--- src/hdl/ppp_pkg.sv ---
`timescale 1ns / 1ps

package ppp_pkg;

    // Default width of the skip counter for length-delimited bodies.
    localparam int LENGTH_BITS_DEF = 16;

    localparam int FIELD_BITS = 29;
    localparam int ACC_BITS   = 32;
    localparam int CNT_BITS   = 4;

    // Protobuf wire types.
    localparam logic [2:0] WT_VARINT  = 3'd0;
    localparam logic [2:0] WT_FIXED64 = 3'd1;
    localparam logic [2:0] WT_LENGTH  = 3'd2;
    localparam logic [2:0] WT_FIXED32 = 3'd5;

    // Field numbers of interest.
    localparam logic [FIELD_BITS-1:0] FLD_LATITUDE   = 29'd1;
    localparam logic [FIELD_BITS-1:0] FLD_LONGITUDE  = 29'd2;
    localparam logic [FIELD_BITS-1:0] FLD_ALTITUDE   = 29'd3;
    localparam logic [FIELD_BITS-1:0] FLD_TIME       = 29'd4;
    localparam logic [FIELD_BITS-1:0] FLD_SATELLITES = 29'd14;

    // Presence mask bits.
    localparam int PM_LAT  = 0;
    localparam int PM_LON  = 1;
    localparam int PM_ALT  = 2;
    localparam int PM_TIME = 3;
    localparam int PM_SATS = 4;

    // Byte limits for varints.
    localparam logic [CNT_BITS-1:0] TAG_MAX_BYTES   = 4'd5;
    localparam logic [CNT_BITS-1:0] VALUE_MAX_BYTES = 4'd10;
    localparam logic [CNT_BITS-1:0] FIXED32_BYTES   = 4'd4;
    localparam int FIXED64_BYTES = 8;

    typedef enum logic [1:0] {
        ST_OK        = 2'd0,
        ST_NO_LAT    = 2'd1,
        ST_MALFORMED = 2'd2
    } t_status;

    typedef enum logic [2:0] {
        PH_TAG     = 3'd0,
        PH_VARINT  = 3'd1,
        PH_LENGTH  = 3'd2,
        PH_SKIP    = 3'd3,
        PH_FIXED   = 3'd4,
        PH_DISCARD = 3'd5
    } t_phase;

    typedef struct packed {
        logic [7:0] message_byte;
        logic       final_byte;
    } t_in_word;

    typedef struct packed {
        logic signed [31:0] latitude;
        logic signed [31:0] longitude;
        logic signed [31:0] altitude;
        logic        [31:0] fix_time;
        logic        [31:0] satellites;
        logic        [4:0]  present_mask;
        logic        [1:0]  parse_status;
    } t_out_word;

    typedef struct packed {
        t_phase                phase;
        logic [FIELD_BITS-1:0] field;
        logic                  fixed64;
        logic                  malf;
    } t_tag_info;

    // Split a decoded tag into field number and the phase for its value.
    function automatic t_tag_info close_tag(input logic [ACC_BITS-1:0] acc);
        t_tag_info ti;
        ti.field   = acc[31:3];
        ti.fixed64 = 1'b0;
        ti.malf    = 1'b0;
        unique case (acc[2:0])
            WT_VARINT:  ti.phase = PH_VARINT;
            WT_LENGTH:  ti.phase = PH_LENGTH;
            WT_FIXED32: ti.phase = PH_FIXED;
            WT_FIXED64: begin
                ti.phase   = PH_SKIP;
                ti.fixed64 = 1'b1;
            end
            default: begin
                ti.phase = PH_DISCARD;
                ti.malf  = 1'b1;
            end
        endcase
        return ti;
    endfunction

endpackage

--- src/hdl/ppp_stream_if.sv ---
`timescale 1ns / 1ps

interface ppp_stream_if #(
    parameter type t_payload = logic
) ();
    logic     valid;
    logic     ready;
    t_payload payload;

    modport source (output valid, output payload, input ready);
    modport sink   (input valid, input payload, output ready);
endinterface

--- src/hdl/protobuf_position_parser_top.sv ---
`timescale 1ns / 1ps
// Result: the word for a message is registered and appears on o_fix in the cycle after its final byte is taken.
// Throughput: one byte per cycle; i_msg is ready whenever the result register is empty
// or being drained, so a full o_fix stalls input only while o_fix.ready is low.
// Reset: i_rst_n synchronous, active low; parser state and held fields go to zero,
// the result register is emptied.

module protobuf_position_parser_top
    import ppp_pkg::*;
#(
    parameter int LENGTH_BITS = LENGTH_BITS_DEF
) (
    input  logic                           i_clk,
    input  logic                           i_rst_n,
    ppp_stream_if.sink                     i_msg,
    ppp_stream_if.source                   o_fix
);

    // ---------------------------------------------------------------
    // Parser state
    // ---------------------------------------------------------------
    t_phase                  r_phase,  n_phase;
    logic [ACC_BITS-1:0]     r_acc,    n_acc;    // ACC_BITS = 32 wide; groups shifted past bit 31 are lost
    logic [CNT_BITS-1:0]     r_cnt,    n_cnt;
    logic [FIELD_BITS-1:0]   r_field,  n_field;
    logic [LENGTH_BITS-1:0]  r_skip,   n_skip;
    logic [31:0]             r_lat,    n_lat;
    logic [31:0]             r_lon,    n_lon;
    logic [31:0]             r_alt,    n_alt;
    logic [31:0]             r_time,   n_time;
    logic [31:0]             r_sats,   n_sats;
    logic [4:0]              r_mask,   n_mask;
    logic                    r_malf,   n_malf;

    // Result register
    t_out_word               r_out,    n_out;
    logic                    r_out_vld, n_out_vld;

    t_in_word                in_w;
    logic                    in_acc;
    logic [6:0]              low7;
    logic                    more;
    logic [5:0]              shamt7;
    logic [ACC_BITS-1:0]     acc_var;     // accumulator with a 7-bit group merged in
    logic [ACC_BITS-1:0]     acc_fix;     // accumulator with a raw byte merged in
    logic [CNT_BITS-1:0]     cnt_inc;
    logic [LENGTH_BITS-1:0]  skip_dec;
    logic                    len_big;
    t_tag_info               tag_take;
    t_tag_info               tag_fin;

    // Values after the byte is taken
    t_phase                  tk_phase;
    logic [ACC_BITS-1:0]     tk_acc;
    logic [CNT_BITS-1:0]     tk_cnt;
    logic [FIELD_BITS-1:0]   tk_field;
    logic [LENGTH_BITS-1:0]  tk_skip;
    logic [31:0]             tk_lat, tk_lon, tk_alt, tk_time, tk_sats;
    logic [4:0]              tk_mask;
    logic                    tk_malf;

    // Values after the message is settled on its final byte
    t_phase                  fn_phase;
    logic [ACC_BITS-1:0]     fn_acc;
    logic [FIELD_BITS-1:0]   fn_field;
    logic [31:0]             fn_alt, fn_sats;
    logic [4:0]              fn_mask;
    logic                    fn_malf;
    t_out_word               res_w;

    // ---------------------------------------------------------------
    // Handshake: the result register parts the two sides, so a new
    // byte is taken while the last result is being drained.
    // ---------------------------------------------------------------
    assign in_w        = i_msg.payload;
    assign i_msg.ready = !r_out_vld || o_fix.ready;
    assign in_acc      = i_msg.valid && i_msg.ready;
    assign o_fix.valid   = r_out_vld;
    assign o_fix.payload = r_out;

    // ---------------------------------------------------------------
    // Byte-level decode shared by the phases
    // ---------------------------------------------------------------
    assign low7     = in_w.message_byte[6:0];
    assign more     = in_w.message_byte[7];
    assign shamt7   = 6'(7'(r_cnt) * 7'd7);     // at most 9 * 7 = 63 in the varint phases
    assign acc_var  = r_acc | (ACC_BITS'(low7) << shamt7);
    assign acc_fix  = r_acc | (ACC_BITS'(in_w.message_byte) << {r_cnt[1:0], 3'b000});
    assign cnt_inc  = r_cnt + 1'b1;
    assign skip_dec = (r_skip != '0) ? r_skip - 1'b1 : r_skip;
    assign len_big  = (acc_var >> LENGTH_BITS) != '0;
    assign tag_take = close_tag(acc_var);

    // ---------------------------------------------------------------
    // Take one byte
    // ---------------------------------------------------------------
    always_comb begin
        tk_phase = r_phase;
        tk_acc   = r_acc;
        tk_cnt   = r_cnt;
        tk_field = r_field;
        tk_skip  = r_skip;
        tk_lat   = r_lat;
        tk_lon   = r_lon;
        tk_alt   = r_alt;
        tk_time  = r_time;
        tk_sats  = r_sats;
        tk_mask  = r_mask;
        tk_malf  = r_malf;
        unique case (r_phase)
            PH_TAG, PH_LENGTH: begin
                tk_acc = acc_var;
                tk_cnt = cnt_inc;
                if (!more) begin
                    if (r_phase == PH_TAG) begin
                        tk_field = tag_take.field;
                        tk_acc   = '0;
                        tk_cnt   = '0;
                        tk_phase = tag_take.phase;
                        tk_malf  = tag_take.malf;
                        if (tag_take.fixed64) begin
                            tk_skip = LENGTH_BITS'(FIXED64_BYTES);
                        end
                    end else if (len_big) begin
                        tk_malf  = 1'b1;
                        tk_phase = PH_DISCARD;
                    end else if (acc_var == '0) begin
                        tk_phase = PH_TAG;
                        tk_acc   = '0;
                        tk_cnt   = '0;
                    end else begin
                        tk_skip  = acc_var[LENGTH_BITS-1:0];
                        tk_phase = PH_SKIP;
                    end
                end else if (cnt_inc >= TAG_MAX_BYTES) begin
                    tk_malf  = 1'b1;
                    tk_phase = PH_DISCARD;
                end
            end
            PH_VARINT: begin
                tk_acc = acc_var;
                tk_cnt = cnt_inc;
                if (!more) begin
                    if (r_field == FLD_ALTITUDE) begin
                        tk_alt          = acc_var;
                        tk_mask[PM_ALT] = 1'b1;
                    end else if (r_field == FLD_SATELLITES) begin
                        tk_sats          = acc_var;
                        tk_mask[PM_SATS] = 1'b1;
                    end
                    tk_phase = PH_TAG;
                    tk_acc   = '0;
                    tk_cnt   = '0;
                end else if (cnt_inc >= VALUE_MAX_BYTES) begin
                    tk_malf  = 1'b1;
                    tk_phase = PH_DISCARD;
                end
            end
            PH_FIXED: begin
                tk_acc = acc_fix;
                tk_cnt = cnt_inc;
                if (cnt_inc >= FIXED32_BYTES) begin
                    if (r_field == FLD_LATITUDE) begin
                        tk_lat          = acc_fix;
                        tk_mask[PM_LAT] = 1'b1;
                    end else if (r_field == FLD_LONGITUDE) begin
                        tk_lon          = acc_fix;
                        tk_mask[PM_LON] = 1'b1;
                    end else if (r_field == FLD_TIME) begin
                        tk_time          = acc_fix;
                        tk_mask[PM_TIME] = 1'b1;
                    end
                    tk_phase = PH_TAG;
                    tk_acc   = '0;
                    tk_cnt   = '0;
                end
            end
            PH_SKIP: begin
                tk_skip = skip_dec;
                if (skip_dec == '0) begin
                    tk_phase = PH_TAG;
                    tk_acc   = '0;
                    tk_cnt   = '0;
                end
            end
            default: ;  // discarding: byte swallowed
        endcase
    end

    // ---------------------------------------------------------------
    // Settle at the final byte: a tag cut short is decoded from its
    // partial bits, then whatever phase is left open is closed out.
    // ---------------------------------------------------------------
    assign tag_fin = close_tag(tk_acc);

    always_comb begin
        fn_phase = tk_phase;
        fn_acc   = tk_acc;
        fn_field = tk_field;
        fn_alt   = tk_alt;
        fn_sats  = tk_sats;
        fn_mask  = tk_mask;
        fn_malf  = tk_malf;
        if (tk_phase == PH_TAG && tk_cnt != '0) begin
            fn_phase = tag_fin.phase;
            fn_field = tag_fin.field;
            fn_acc   = '0;
            fn_malf  = tk_malf | tag_fin.malf;
        end
        case (fn_phase)
            PH_VARINT: begin
                if (fn_field == FLD_ALTITUDE) begin
                    fn_alt          = fn_acc;
                    fn_mask[PM_ALT] = 1'b1;
                end else if (fn_field == FLD_SATELLITES) begin
                    fn_sats          = fn_acc;
                    fn_mask[PM_SATS] = 1'b1;
                end
            end
            PH_LENGTH: begin
                if (fn_acc != '0) begin
                    fn_malf = 1'b1;
                end
            end
            PH_SKIP, PH_FIXED: fn_malf = 1'b1;
            default: ;
        endcase
    end

    // Result word
    always_comb begin
        res_w.latitude     = $signed(tk_lat);
        res_w.longitude    = $signed(tk_lon);
        res_w.altitude     = $signed(fn_alt);
        res_w.fix_time     = tk_time;
        res_w.satellites   = fn_sats;
        res_w.present_mask = fn_mask;
        if (fn_malf) begin
            res_w.parse_status = ST_MALFORMED;
        end else if (!fn_mask[PM_LAT]) begin
            res_w.parse_status = ST_NO_LAT;
        end else begin
            res_w.parse_status = ST_OK;
        end
    end

    // ---------------------------------------------------------------
    // Next state: the final byte clears everything for the next message
    // ---------------------------------------------------------------
    always_comb begin
        n_phase   = r_phase;
        n_acc     = r_acc;
        n_cnt     = r_cnt;
        n_field   = r_field;
        n_skip    = r_skip;
        n_lat     = r_lat;
        n_lon     = r_lon;
        n_alt     = r_alt;
        n_time    = r_time;
        n_sats    = r_sats;
        n_mask    = r_mask;
        n_malf    = r_malf;
        n_out     = r_out;
        n_out_vld = r_out_vld && !o_fix.ready;
        if (in_acc) begin
            if (in_w.final_byte) begin
                n_phase   = PH_TAG;
                n_acc     = '0;
                n_cnt     = '0;
                n_field   = '0;
                n_skip    = '0;
                n_lat     = '0;
                n_lon     = '0;
                n_alt     = '0;
                n_time    = '0;
                n_sats    = '0;
                n_mask    = '0;
                n_malf    = 1'b0;
                n_out     = res_w;
                n_out_vld = 1'b1;
            end else begin
                n_phase = tk_phase;
                n_acc   = tk_acc;
                n_cnt   = tk_cnt;
                n_field = tk_field;
                n_skip  = tk_skip;
                n_lat   = tk_lat;
                n_lon   = tk_lon;
                n_alt   = tk_alt;
                n_time  = tk_time;
                n_sats  = tk_sats;
                n_mask  = tk_mask;
                n_malf  = tk_malf;
            end
        end
    end

    always_ff @(posedge i_clk) begin
        if (!i_rst_n) begin
            r_phase   <= PH_TAG;
            r_acc     <= '0;
            r_cnt     <= '0;
            r_field   <= '0;
            r_skip    <= '0;
            r_lat     <= '0;
            r_lon     <= '0;
            r_alt     <= '0;
            r_time    <= '0;
            r_sats    <= '0;
            r_mask    <= '0;
            r_malf    <= 1'b0;
            r_out_vld <= 1'b0;
        end else begin
            r_phase   <= n_phase;
            r_acc     <= n_acc;
            r_cnt     <= n_cnt;
            r_field   <= n_field;
            r_skip    <= n_skip;
            r_lat     <= n_lat;
            r_lon     <= n_lon;
            r_alt     <= n_alt;
            r_time    <= n_time;
            r_sats    <= n_sats;
            r_mask    <= n_mask;
            r_malf    <= n_malf;
            r_out_vld <= n_out_vld;
        end
    end

    // Result payload needs no reset; it is qualified by r_out_vld.
    always_ff @(posedge i_clk) begin
        r_out <= n_out;
    end

endmodule

--- src/flat_wrapper.sv ---
// flat-port wrapper written by rule: the top's interface ports become plain ports
module protobuf_position_parser_top_flat import ppp_pkg::*;
#(
    parameter int LENGTH_BITS = LENGTH_BITS_DEF
)
  (i_clk, i_rst_n, i_msg_valid, i_msg_payload, i_msg_ready, o_fix_valid, o_fix_payload, o_fix_ready);
  ppp_stream_if #(.t_payload(t_in_word)) i_msg_i ();
  ppp_stream_if #(.t_payload(t_out_word)) o_fix_i ();
  input  logic i_clk;
  input  logic i_rst_n;
  input wire logic [$bits(i_msg_i.valid)-1:0] i_msg_valid;
  input wire logic [$bits(i_msg_i.payload)-1:0] i_msg_payload;
  output wire logic [$bits(i_msg_i.ready)-1:0] i_msg_ready;
  output wire logic [$bits(o_fix_i.valid)-1:0] o_fix_valid;
  output wire logic [$bits(o_fix_i.payload)-1:0] o_fix_payload;
  input wire logic [$bits(o_fix_i.ready)-1:0] o_fix_ready;
  assign i_msg_i.valid = i_msg_valid;
  assign i_msg_i.payload = i_msg_payload;
  assign i_msg_ready = i_msg_i.ready;
  assign o_fix_valid = o_fix_i.valid;
  assign o_fix_payload = o_fix_i.payload;
  assign o_fix_i.ready = o_fix_ready;
  protobuf_position_parser_top #(.LENGTH_BITS(LENGTH_BITS)) u_core (.i_clk(i_clk), .i_rst_n(i_rst_n), .i_msg(i_msg_i), .o_fix(o_fix_i));
endmodule
--- config.mk ---
export PLATFORM = sky130hd
export DESIGN_NAME = protobuf_position_parser_top_flat
export DESIGN_NICKNAME = d
export VERILOG_FILES = /design/src/hdl/ppp_pkg.sv /design/src/hdl/ppp_stream_if.sv /design/src/hdl/protobuf_position_parser_top.sv /design/src/flat_wrapper.sv
export SDC_FILE = /design/constraint.sdc
export NUM_CORES = 1
export LEC_CHECK = 0
export CAP_MARGIN = 40
export CELL_PAD_IN_SITES_DETAIL_PLACEMENT = 1
export CELL_PAD_IN_SITES_GLOBAL_PLACEMENT = 1
export CORE_MARGIN = 1
export CORE_UTILIZATION = 35
export CTS_CLUSTER_DIAMETER = 60
export DETAILED_ROUTE_END_ITERATION = 8
export DONT_BUFFER_PORTS = 1
export GPL_ROUTABILITY_DRIVEN = 1
export PLACE_DENSITY = 0.73
export SLEW_MARGIN = 20
export SYNTH_ARGS = -nofsm -noshare
export SYNTH_HDL_FRONTEND = slang
export SYNTH_SLANG_ARGS = --single-unit
export TNS_END_PERCENT = 5
--- constraint.sdc ---
create_clock -name i_clk -period 5.3 [get_ports i_clk]
set_input_delay 0.53 -clock i_clk [delete_from_list [all_inputs] [get_ports i_clk]]
set_output_delay 0.53 -clock i_clk [all_outputs]
set_load 0.02 [all_outputs]
== Yosys cells after proc, flatten, opt, wreduce, memory -nomap -nowiden ==
Cells that the tools add are included.
W data, S select, Z words.
Storage, ports and cells
  register bits after elaboration: 418
  bits in latches: 0
  RAM bits: 0
  bits in read-only memories: 0
  bits of input ports: 13
  output and inout port bits: 169
  memories: 0
Cells by class
  $add $sub $neg: 2
  $mul: 1
  divide/modulo/power cells: 0
  order comparisons: 3
  equal/unequal tests: 25
  shift operators: 2
  multiplexer cells: 115
  bitwise logic cells: 3
  reductions and logical operators: 23
Operators with widths (number)
  $mux W32: 38
  $mux W29: 5
  $pmux W32 S4: 1
  $mux W16: 7
  $eq A29 B2 Y1 const B: 3
  $or A32 B32 Y32: 2
  $reduce_bool A32 Y1: 2
  $eq A29 B4 Y1 const B: 2
  $pmux W3 S4: 3
  $mux W1: 35
  $logic_not A32 Y1: 1
  $mux W4: 8
  $pmux W16 S2: 1
  $shl A7 B6 Y32: 1
  $shl A8 B5 Y32: 1
  $mux W3: 10
  $eq A29 B1 Y1 const B: 1
  $eq A29 B3 Y1 const B: 1
  $eq A3 B2 Y1 const B: 6
  $logic_not A16 Y1: 1
  $pmux W4 S4: 1
  $reduce_bool A16 Y1: 1
  $sub A16 B1 Y16 const B: 1
  $eq A3 B1 Y1 const B: 4
  other kinds (22): 38

== Logic depth before layout (Yosys ltp) ==
Gate-level depths: netlist (run 1).
  depth in word-level cells: 16
  gate-level depth with buffers: 21
  depth with buffers taken out: 16

== Worst setup path after synthesis (run 1) ==
Ideal clock, no wire load.
  path kind: register to register
  start: register u_core.r_cnt[1]
  end: register u_core.r_out (netlist bit u_core.o_fix.payload[73]) (data pin)
  library setup time: 0.262 ns
  arrival: 5.561 ns
  required time: 5.038 ns
  setup slack: -0.523 ns
  stages on the path, launching flop included: 20
  period minus slack after synthesis: 5.823 ns
  cells stage by stage: dfxtp_1 > fa_1 > ha_1 > inv_1 > fa_1 > clkbuf_1 > nor2_1 > a211o_1 > buf_2 > or3_1 > o41a_1 > or4_1 > buf_2 > o211a_1 > a211oi_4 > o2111ai_4 > or3_4 > a2bb2oi_2 > buf_6 > mux2i_1
Between the ends
  word-level cells in the longest chain between the ends: 15
  elaborated cells on any way between the ends: 61
  classes of those cells: add/sub: 1; mul: 1; order compare: 3; eq/ne: 8; shift: 2; mux: 37; bitwise: 2; reduce/logical: 7
Ends and longest elaborated chain
  start, declared: RTL line protobuf_position_parser_top.sv:24  | logic [CNT_BITS-1:0] r_cnt, n_cnt;
  start signal, assigned: RTL line protobuf_position_parser_top.sv:316  | r_cnt <= n_cnt;
  $mul A4 B3 Y6: RTL line protobuf_position_parser_top.sv:86  | assign shamt7 = 6'(7'(r_cnt) * 7'd7);
  $shl A7 B6 Y32: RTL line protobuf_position_parser_top.sv:87  | assign acc_var = r_acc | (ACC_BITS'(low7) << shamt7);
  $or A32 B32 Y32: RTL line protobuf_position_parser_top.sv:87
  $logic_not A32 Y1: RTL line protobuf_position_parser_top.sv:127  | end else if (acc_var == '0) begin
  $mux W4 / $mux W2 (equally long branches): RTL line protobuf_position_parser_top.sv:127
  $mux W4 / $mux W3 (equally long branches): RTL line protobuf_position_parser_top.sv:124  | end else if (len_big) begin
  $mux W4 / $mux W3 (equally long branches): RTL line protobuf_position_parser_top.sv:115  | if (r_phase == PH_TAG) begin
  $mux W4 / $mux W3 (equally long branches): RTL line protobuf_position_parser_top.sv:114  | if (!more) begin
  $pmux W4 S4 / $pmux W3 S4 (equally long branches): RTL line protobuf_position_parser_top.sv:110  | unique case (r_phase)
  $reduce_bool A4 Y1 / $logic_not A3 Y1 (equally long branches): RTL line protobuf_position_parser_top.sv:204  | if (tk_phase == PH_TAG && tk_cnt != '0) begin
  $logic_and A1 B1 Y1: RTL line protobuf_position_parser_top.sv:204
  $mux W29: RTL line protobuf_position_parser_top.sv:204
  $eq A29 B2 Y1: RTL line protobuf_position_parser_top.sv:212  | if (fn_field == FLD_ALTITUDE) begin
  $mux W32: RTL line protobuf_position_parser_top.sv:212
  $mux W32 *: RTL line protobuf_position_parser_top.sv:210  | case (fn_phase)
  named net u_core.fn_alt[2]: RTL line protobuf_position_parser_top.sv:66  | logic [31:0] fn_alt, fn_sats;
  end signal, assigned: RTL line protobuf_position_parser_top.sv:332  | r_out <= n_out;
  end, declared: RTL line protobuf_position_parser_top.sv:36  | t_out_word r_out, n_out;
The timed path passes the listed nets; every way through them passes the cells marked *.
A chain may end at the register's enable or synchronous reset.

== Worst setup path in the final report (run 1) ==
  start: register u_core.r_cnt[0]
  end: register u_core.r_out (netlist bit u_core.o_fix.payload[96]) (data pin)
Same word-level chain as after synthesis.

==> results.md, run 1 <==
| Parameter | Reported | Unit |
|---|---|---|
| Failing checks | setup timing | - |
| Main area contributors after synthesis | dfxtp_1 24%, edfxtp_1 24%, a22oi_1 7.7%, nor2b_1 7.0%, nand2_1 4.7% | - |
| Unrepaired setup endpoints after global routing | yes | - |
| Worst setup skew after layout | 0.02101 | ns |
| Net Switching | 2.148 | mW |
| Num CTS Buffers | 53 | - |
| Number of rows created at floorplan | 89 | - |
| Clock root buffer | clkbuf_16 | - |
| Netlist area before placement | 21,160 | µm² |
| Upper clock frequency limit | 173.6 | MHz |
| Number of register bits inferred by synthesis | 418 | - |
| Floorplan die width | 247.9 | µm |
| Number of setup violations in the final report | 68 | - |
| Worst Hold End | u_core.r_sats[2]$_SDFFE_PN0P_ | - |
| Port-buffer cells | 0 | - |
| Most common cell in the synthesized netlist | nand2_1 | - |
| Sequential fraction of the synthesis area | 47.44 | % |
| Detailed router's first-iteration violation count | 1,476 | - |
| DR vias/cell | 5.976 | - |
| Internal reg-to-reg setup slack | -0.46 | ns |
| Clock tree sinks | 418 | - |
| Global-route wire length before repair | 123,800 | µm |
| Post-Synthesis Cells | 2,271 | - |
| Yosys cell types | 85 | - |
| Remaining global-route overflow | 0 | - |
| Number of global-route vias before repair | 19,390 | - |
| Worst min path class | in2reg | - |
| Kind of start point of the critical path | flip-flop | - |
| Critical path required time | 5.64 | ns |
| Final cycle utilization of the critical path | 108.7 | % |
| H-tree lvl count | 2 | - |
| Max-slew headroom | 41.83 | % |
| Reg-to-reg critical path endpoint | u_core.o_fix.payload[96]$_DFFE_PP_ | - |
| Comb pwr share | 11.5 | % |
| Tightest Pin Transition | 0.8725 | ns |
| Commonest cells in the netlist | 264 x nand2_1, 251 x dfxtp_1, 236 x nor2b_1 | - |
| DRC violations left | 0 | - |
| Post-synthesis area per instance | 9.319 | µm² |
| Sum of negative setup slack | -26.74 | ns |
| Std-Cell Core Area | 59,350 | µm² |
| Overall Global Routing Usage | 26.48 | % |
| DRT Wirelength | 83,640 | µm |
| Internal power contribution | 5.895 | mW |
| Critical Path Fanout Max | 8 | - |
| Shortest clock period the worst path allows after layout | 5.761 | ns |
| Clock transition at the registers of the reported paths | 0.06 | ns |
| Count of maximum capacitance violations | 0 | - |
| Antenna viol nets, final | 0 | - |
| Prevailing post-synth register cell | dfxtp_1 | - |
| Final hold viol count | 0 | - |
| Worst path setup slack after routing | -0.4607 | ns |
| Critical path class | reg2reg | - |
| Cell depth of the worst flop-to-flop path | 20 | - |
| Count of flip-flops with a built-in enable after synthesis | 167 | - |
| Result of the run | finished, violations left | - |
| WP data arrival | 6.10 | ns |
| Post-synthesis net count | 2,297 | - |
| Sequential cell area | 10,050 | µm² |
| Average wire per cell in the routed design | 26.09 | µm |
| Area share of the largest cell type after synthesis | 23.74 | % |
| Top-level I/O count | 182 | - |
| Critical R2R Launch | u_core.r_cnt[0]$_SDFFE_PN0P_ | - |
| Detailed Routing Iterations Pass 1 | 5 | - |
| Weighted congestion at the end of routability-driven global placement | 0.9652 | - |
| Fillers | 6,613 | - |
| Hold path startpoint | i_rst_n | - |
| Synthesis-to-finish area growth | 21.32 | % |
| Layout cells sized above 1 | 17.06 | % |
| CTS tree | built | - |
| Pins over their slew limit | 0 | - |
| Peak ir drop on the vdd network | 0.0002246 | V |
| Via total after detailed routing | 19,160 | - |
| P_leak | 9.225 | nW |
| Clock network power share | 45.1 | % |
| Clock Tree Buf Depth | 3 | - |
| HPWL reported at the end of detailed placement | 58,990 | µm |
| Source-to-sink clock delay at the later pin of the worst-skew pair | 0.60 | ns |
| Yosys warning count | 0 | - |
| Area used by multi-input combinational logic | 10,580 | µm² |
| Initial antenna violation count | 1 | - |
| Effective utilization at floorplan | 35.66 | % |
| Post-synth top area cell | dfxtp_1 | - |
| Switching Fraction | 26.70 | % |
| Async SR Flop Fraction | 0 | % |
| Final hold slack | 0.05820 | ns |
| Power per standard cell area | 313.2 | nW/µm² |
| Y dimension of the die | 247.9 | µm |
| Floorplan die area | 61,460 | µm² |
| Sequential power share | 43.4 | % |
| Number of cells on the worst hold path | 1 | - |
| Pre-CTS setup slack | -0.5389 | ns |
| Number of nets in the layout | 2,414 | - |
| Worst Setup End Kind | flip-flop | - |
| Pin count of the biggest net entering global routing | 248 | - |
==> area by class of cell <==
type	count	share of cell area, %
diodes	1	0.009746
clock buffers	76	5.745
clock inverters	23	1.062
inverters	21	0.3265
multi-input cells	1645	41.21
flip-flops and latches	418	39.14
well taps	773	3.767
repair buffers	249	8.742
==> power by group through the flow <==
stage	Sequential [mW]	Clock [mW]	Combinational, mW
final	3.49	3.63	0.924
after global placement	3.56	0	0.851
after CTS	3.49	3.70	0.894
after floorplan	3.54	0	0.480
after detailed placement	3.56	0	0.868
after global routing	3.50	3.82	0.968
==> worst max-delay path: stages (launching register included) <==
cell and delay (ns):
dfxtp_4 0.34, fa_1 0.54, ha_2 0.19, inv_2 0.04
fa_2 0.46, buf_6 0.16, nand3b_1 0.14, o22ai_2 0.08
a211o_1 0.31, or3_4 0.40, o41a_1 0.38, or4_1 0.42
buf_6 0.16, o211a_1 0.25, a211oi_4 0.31, o2111ai_4 0.17
or3_4 0.47, a2bb2oi_4 0.20, buf_12 0.16, clkbuf_16 0.18
mux2i_1 0.12
==> state kept, by name, indices dropped and copies added, names as in the netlist, 3 cells and up <==
| signal | count |
|---|---|
| u_core.r_field | 29 |
| u_core.r_time | 32 |
| u_core.r_acc | 32 |
| u_core.o_fix.payload | 167 |
| u_core.r_lon | 32 |
| u_core.r_phase | 3 |
| u_core.r_lat | 32 |
| u_core.r_alt | 32 |
| u_core.r_mask | 5 |
| u_core.r_skip | 16 |
| u_core.r_sats | 32 |
| u_core.r_cnt | 4 |
==> cell usage in the layout (no fill, tap or decap), drive strengths merged, types with 24 or more instances in the layout <==
cell and count:
clkbuf 78, dfxtp 251, mux2i 92, nand2 264, nor3 24, edfxtp 167, buf 247, nor2 133
o21ai 164, inv 30, a21oi 118, a22oi 216, a21o 38, nor4 28, nor2b 236
==> cells by family (layout without fill, tap and decap cells) <==
logic type,after synthesis,after routing,synth area share (%)
adder cells (fa/ha/maj),13,13,0.9105
flip-flops,418,418,47.44
AO/OA/AOI/OAI,708,708,22.58
other,0,1,0
multiplexers,102,102,5.214
AND/OR/NAND/NOR,816,816,19.62
buffers and inverters,208,369,3.991
XOR/XNOR,6,6,0.2483
==> layer usage <==
metal / global-route usage (%) / vias to the layer above / share of wire (%) / wire [µm]
met2: 41.73 / 682 / 46 / 38210
met3: 5.688 / 144 / 7.3 / 6141
li1: - / 8593 / - / -
met1: 35.84 / 9740 / 44 / 36700
met4: 8.697 / 0 / 3.1 / 2596
met5: 0 / - / 0 / 0
==> timing repair <==
item	CTS	global route
hold buffers	0	0
gates cloned	0	2
resized for setup	31	24
pin swaps	6	21
endpoints found under the hold margin	0	0
setup endpoints to repair	84	85
setup buffers	4	8
==> through the flow <==
stage	util (%)	instances	cell area [µm²]	power, mW
2_1_floorplan	-	2271	21240	4.023
6_report	43.26	3206	25680	8.042
4_1_cts	42.82	3193	25410	8.082
5_1_grt	43.26	3205	25670	8.285
3_5_place_dp	39.55	3090	23480	4.427
3_3_place_gp	39.28	3082	23310	4.409
==> worst max-delay path by stage <==
stage          cells past startpoint                         start                               endpoint
2_1_floorplan                     18  u_core.r_cnt[2]$_SDFFE_PN0P_     u_core.o_fix.payload[73]$_DFFE_PP_
3_3_place_gp                      21  u_core.r_cnt[2]$_SDFFE_PN0P_  u_core.o_fix.payload[0]$_SDFFCE_PP0P_
3_5_place_dp                      20  u_core.r_cnt[2]$_SDFFE_PN0P_     u_core.o_fix.payload[85]$_DFFE_PP_
4_1_cts                           19  u_core.r_cnt[2]$_SDFFE_PN0P_     u_core.o_fix.payload[29]$_DFFE_PP_
5_1_grt                           22  u_core.r_cnt[0]$_SDFFE_PN0P_     u_core.o_fix.payload[88]$_DFFE_PP_
6_report                          20  u_core.r_cnt[0]$_SDFFE_PN0P_     u_core.o_fix.payload[96]$_DFFE_PP_
(Power assumes the default switching activity.)
==> inputs of run 2 (changes only) <==
Settings changed: BUFFER_PORTS_ARGS set to -buffer_cell sky130_fd_sc_hd__buf_2, DONT_BUFFER_PORTS 1 to not set, PLACE_DENSITY 0.73 to 0.77.
==> run 2 against run 1 <==
Effect of this change: the flow still finishes with violations (setup timing); sequential share of layout area shrank 1.5 points; clock skew grew 0.017 ns; worst hold slack better by 0.29 ns; global-route usage rose by 0.80 points; routed wire length rose by 2.6%; critical endpoint is now u_core.o_fix.payload[85]$_DFFE_PP_; highest routed layer is now met5.
==> results.md, run 2 (synthesis gave the netlist of run 1 again) <==
| Parameter | Reported | Unit |
|---|---|---|
| Result of the run | finished, violations left | - |
| Failing checks | setup timing | - |
| Worst setup skew after layout | 0.03756 | ns |
| Shortest clock period the worst path allows after layout | 5.751 | ns |
| Largest stage delay on the critical path | 0.66 | ns |
| Pins over their slew limit | 0 | - |
| Synthesis-to-finish area growth | 26.24 | % |
| Number of rows created at floorplan | 89 | - |
| Clock transition at the registers of the reported paths | 0.06 | ns |
| DR vias/cell | 5.917 | - |
| CTS tree | built | - |
| H-tree lvl count | 2 | - |
| Cell type group with the largest total delay on the critical path | simple AND/OR/NAND/NOR gates | - |
| DRT Wirelength | 85,830 | µm |
| Fillers | 6,724 | - |
| Clock Tree Buf Depth | 3 | - |
| Number of setup violations in the final report | 68 | - |
| Sequential power share | 42.4 | % |
| Detailed router's first-iteration violation count | 1,739 | - |
| Slowest cell on the critical path | fa_2 | - |
| Net Switching | 2.217 | mW |
| HPWL reported at the end of detailed placement | 59,880 | µm |
| Final cycle utilization of the critical path | 108.5 | % |
| Most frequent cells in the layout | 262 x nand2_1, 248 x dfxtp_1, 246 x buf_4, 235 x nor2b_1, 216 x a22oi_1 | - |
| Layout cells sized above 1 | 24.06 | % |
| Unrepaired setup endpoints after global routing | yes | - |
| Average wire per cell in the routed design | 25.22 | µm |
| Number of cells in the design after placement | 3,286 | - |
| Clock network power share | 44.0 | % |
| Cts hold-fix bufs | 0 | - |
| Tightest Pin Transition | 1.019 | ns |
| Floorplan die area | 61,460 | µm² |
| Kind of start point of the critical path | flip-flop | - |
| Pin count of the biggest net entering global routing | 200 | - |
| Initial antenna violation count | 2 | - |
| Antenna viol nets, final | 0 | - |
| Area used by multi-input combinational logic | 10,640 | µm² |
| Final design area excluding fillers | 26,720 | µm² |
| Library cell appearing most often on the critical path | buf_6 | - |
| Worst min path class | in2reg | - |
| Count of maximum capacitance violations | 0 | - |
| Number of cells on the worst hold path | 3 | - |
| Max-slew headroom | 32.06 | % |
| Critical Path Fanout Max | 8 | - |
| Crit. path cell count | 20 | - |
| Clock root buffer | clkbuf_16 | - |
| Filler-free cell count of the finished design | 3,404 | - |
| Worst Setup End Kind | flip-flop | - |
| Upper clock frequency limit | 173.9 | MHz |
| Effective utilization at floorplan | 35.66 | % |
| Top-level I/O count | 182 | - |
| Cells along the critical path | fa_1 -> ha_4 -> inv_2 -> fa_2 -> or3_4 -> nor2_1 -> a211o_1 -> or3_4 -> o41a_1 -> or4_4 -> buf_6 -> o32ai_4 -> nand3_2 -> o2111a_2 -> nor3_4 -> buf_6 -> a2bb2oi_4 -> buf_6 -> buf_12 -> mux2i_4 | - |
| Clock tree sinks | 418 | - |
| Detailed Routing Iterations Pass 1 | 6 | - |
| Y dimension of the die | 247.9 | µm |
| Antenna fix cells | 0 | - |
| Max FFs per register | 167 | - |
| WP data arrival | 6.09 | ns |
| Internal power contribution | 5.861 | mW |
| Remaining global-route overflow | 0 | - |
| Num CTS Buffers | 50 | - |
| Via total after detailed routing | 20,140 | - |
| Source-to-sink clock delay at the later pin of the worst-skew pair | 0.61 | ns |
| Critical path required time | 5.64 | ns |
| Number of global-route vias before repair | 20,690 | - |
| Global-route wire length before repair | 127,500 | µm |
| P_leak | 10.07 | nW |
| Switching Fraction | 27.44 | % |
| Port-buffer cells | 181 | - |
| Fraction of the core area covered by cells at the end of the flow | 45.02 | % |
| Number of nets in the layout | 2,615 | - |
| Cell depth of the worst flop-to-flop path | 20 | - |
| Critical path class | reg2reg | - |
| Total placed instance area | 24,460 | µm² |
| Final hold viol count | 0 | - |
| Floorplan die width | 247.9 | µm |
| Comb pwr share | 13.6 | % |
| Critical path buffer and inverter count | 5 | - |
| Std-Cell Core Area | 59,350 | µm² |
| Weighted congestion at the end of routability-driven global placement | 0.9819 | - |
| Worst path setup slack after routing | -0.4513 | ns |
| Peak ir drop on the vdd network | 0.0002053 | V |
| Leading cell type in the layout, fill and taps excluded | nand2_1 | - |
| Overall Global Routing Usage | 27.29 | % |
| DRC violations left | 0 | - |
| Sequential cell area | 10,050 | µm² |
| Power per standard cell area | 302.3 | nW/µm² |
-- run 2: cell types whose count changed in the layout (fill, tap and decap cells not counted), moves of 4 or more --
| cell | previous run | this run |
|---|---|---|
| buf_2 | 0 | 180 |
| buf_4 | 216 | 246 |
| clkbuf_1 | 19 | 5 |
| clkinv_2 | 2 | 11 |
| buf_12 | 15 | 9 |
| a21oi_1 | 118 | 114 |
| a21oi_2 | 0 | 4 |
-- run 2: worst min-delay path, cell delays in order --
cell      delay (ns)
buf_2           0.07
nand2b_1        0.19
a21boi_0        0.10
-- run 2: path summary, 6_finish.rpt --
kind / from / end / slack (ns)
setup / recovery: u_core.r_cnt[2]$_SDFFE_PN0P_ / u_core.o_fix.payload[85]$_DFFE_PP_ / -0.45
hold / removal: o_fix_ready / u_core.o_fix.valid$_SDFF_PN0_ / 0.35
setup reg to reg: u_core.r_cnt[2]$_SDFFE_PN0P_ / u_core.o_fix.payload[85]$_DFFE_PP_ / -0.45
hold reg to reg: u_core.r_mask[0]$_SDFFE_PN0P_ / u_core.r_mask[0]$_SDFFE_PN0P_ / 0.47
-- run 2: stage by stage --
step                hold slack (ns)  worst slack, ns  setup TNS, ns  total power, mW
floorplan                    0.4280         -0.09006         -4.769            4.023
global placement             0.4417          -0.3819         -21.57            4.490
detailed placement           0.4656          -0.6100         -33.14            4.517
CTS                          0.3248          -0.4554         -25.19            8.091
global route                 0.3962          -0.5879         -34.88            8.306
finish                       0.3456          -0.4513         -24.48            8.078
-- run 2: cell type report --
cell class,count,share of cell area (%)
repair buffers,453,12.22
flip-flops and latches,418,37.61
clock buffers,63,5.334
clock inverters,31,1.077
well taps,773,3.620
multi-input cells,1645,39.82
inverters,21,0.3138
-- run 2: power groups by stage --
stage	registers, mW	clock network [mW]	logic [mW]
after floorplan	3.54	0	0.480
after global placement	3.49	0	0.998
after detailed placement	3.49	0	1.03
after CTS	3.42	3.61	1.06
after global routing	3.43	3.73	1.15
final	3.42	3.56	1.10
-- run 2: per-layer routing --
layer / GRT usage (%) / part of all wire [%] / vias up
li1: - / - / 8982
met1: 36.12 / 43 / 10200
met2: 44.21 / 47 / 784
met3: 5.125 / 6.6 / 174
met4: 9.744 / 3.5 / 4
met5: 0 / 0.027 / -
-- run 2: what timing repair did --
item,4_1_cts,5_1_grt
resized for setup,29,30
gates cloned,3,1
hold endpoints to repair,0,0
pin swaps,20,27
setup endpoints to repair,72,83
setup buffers,12,9
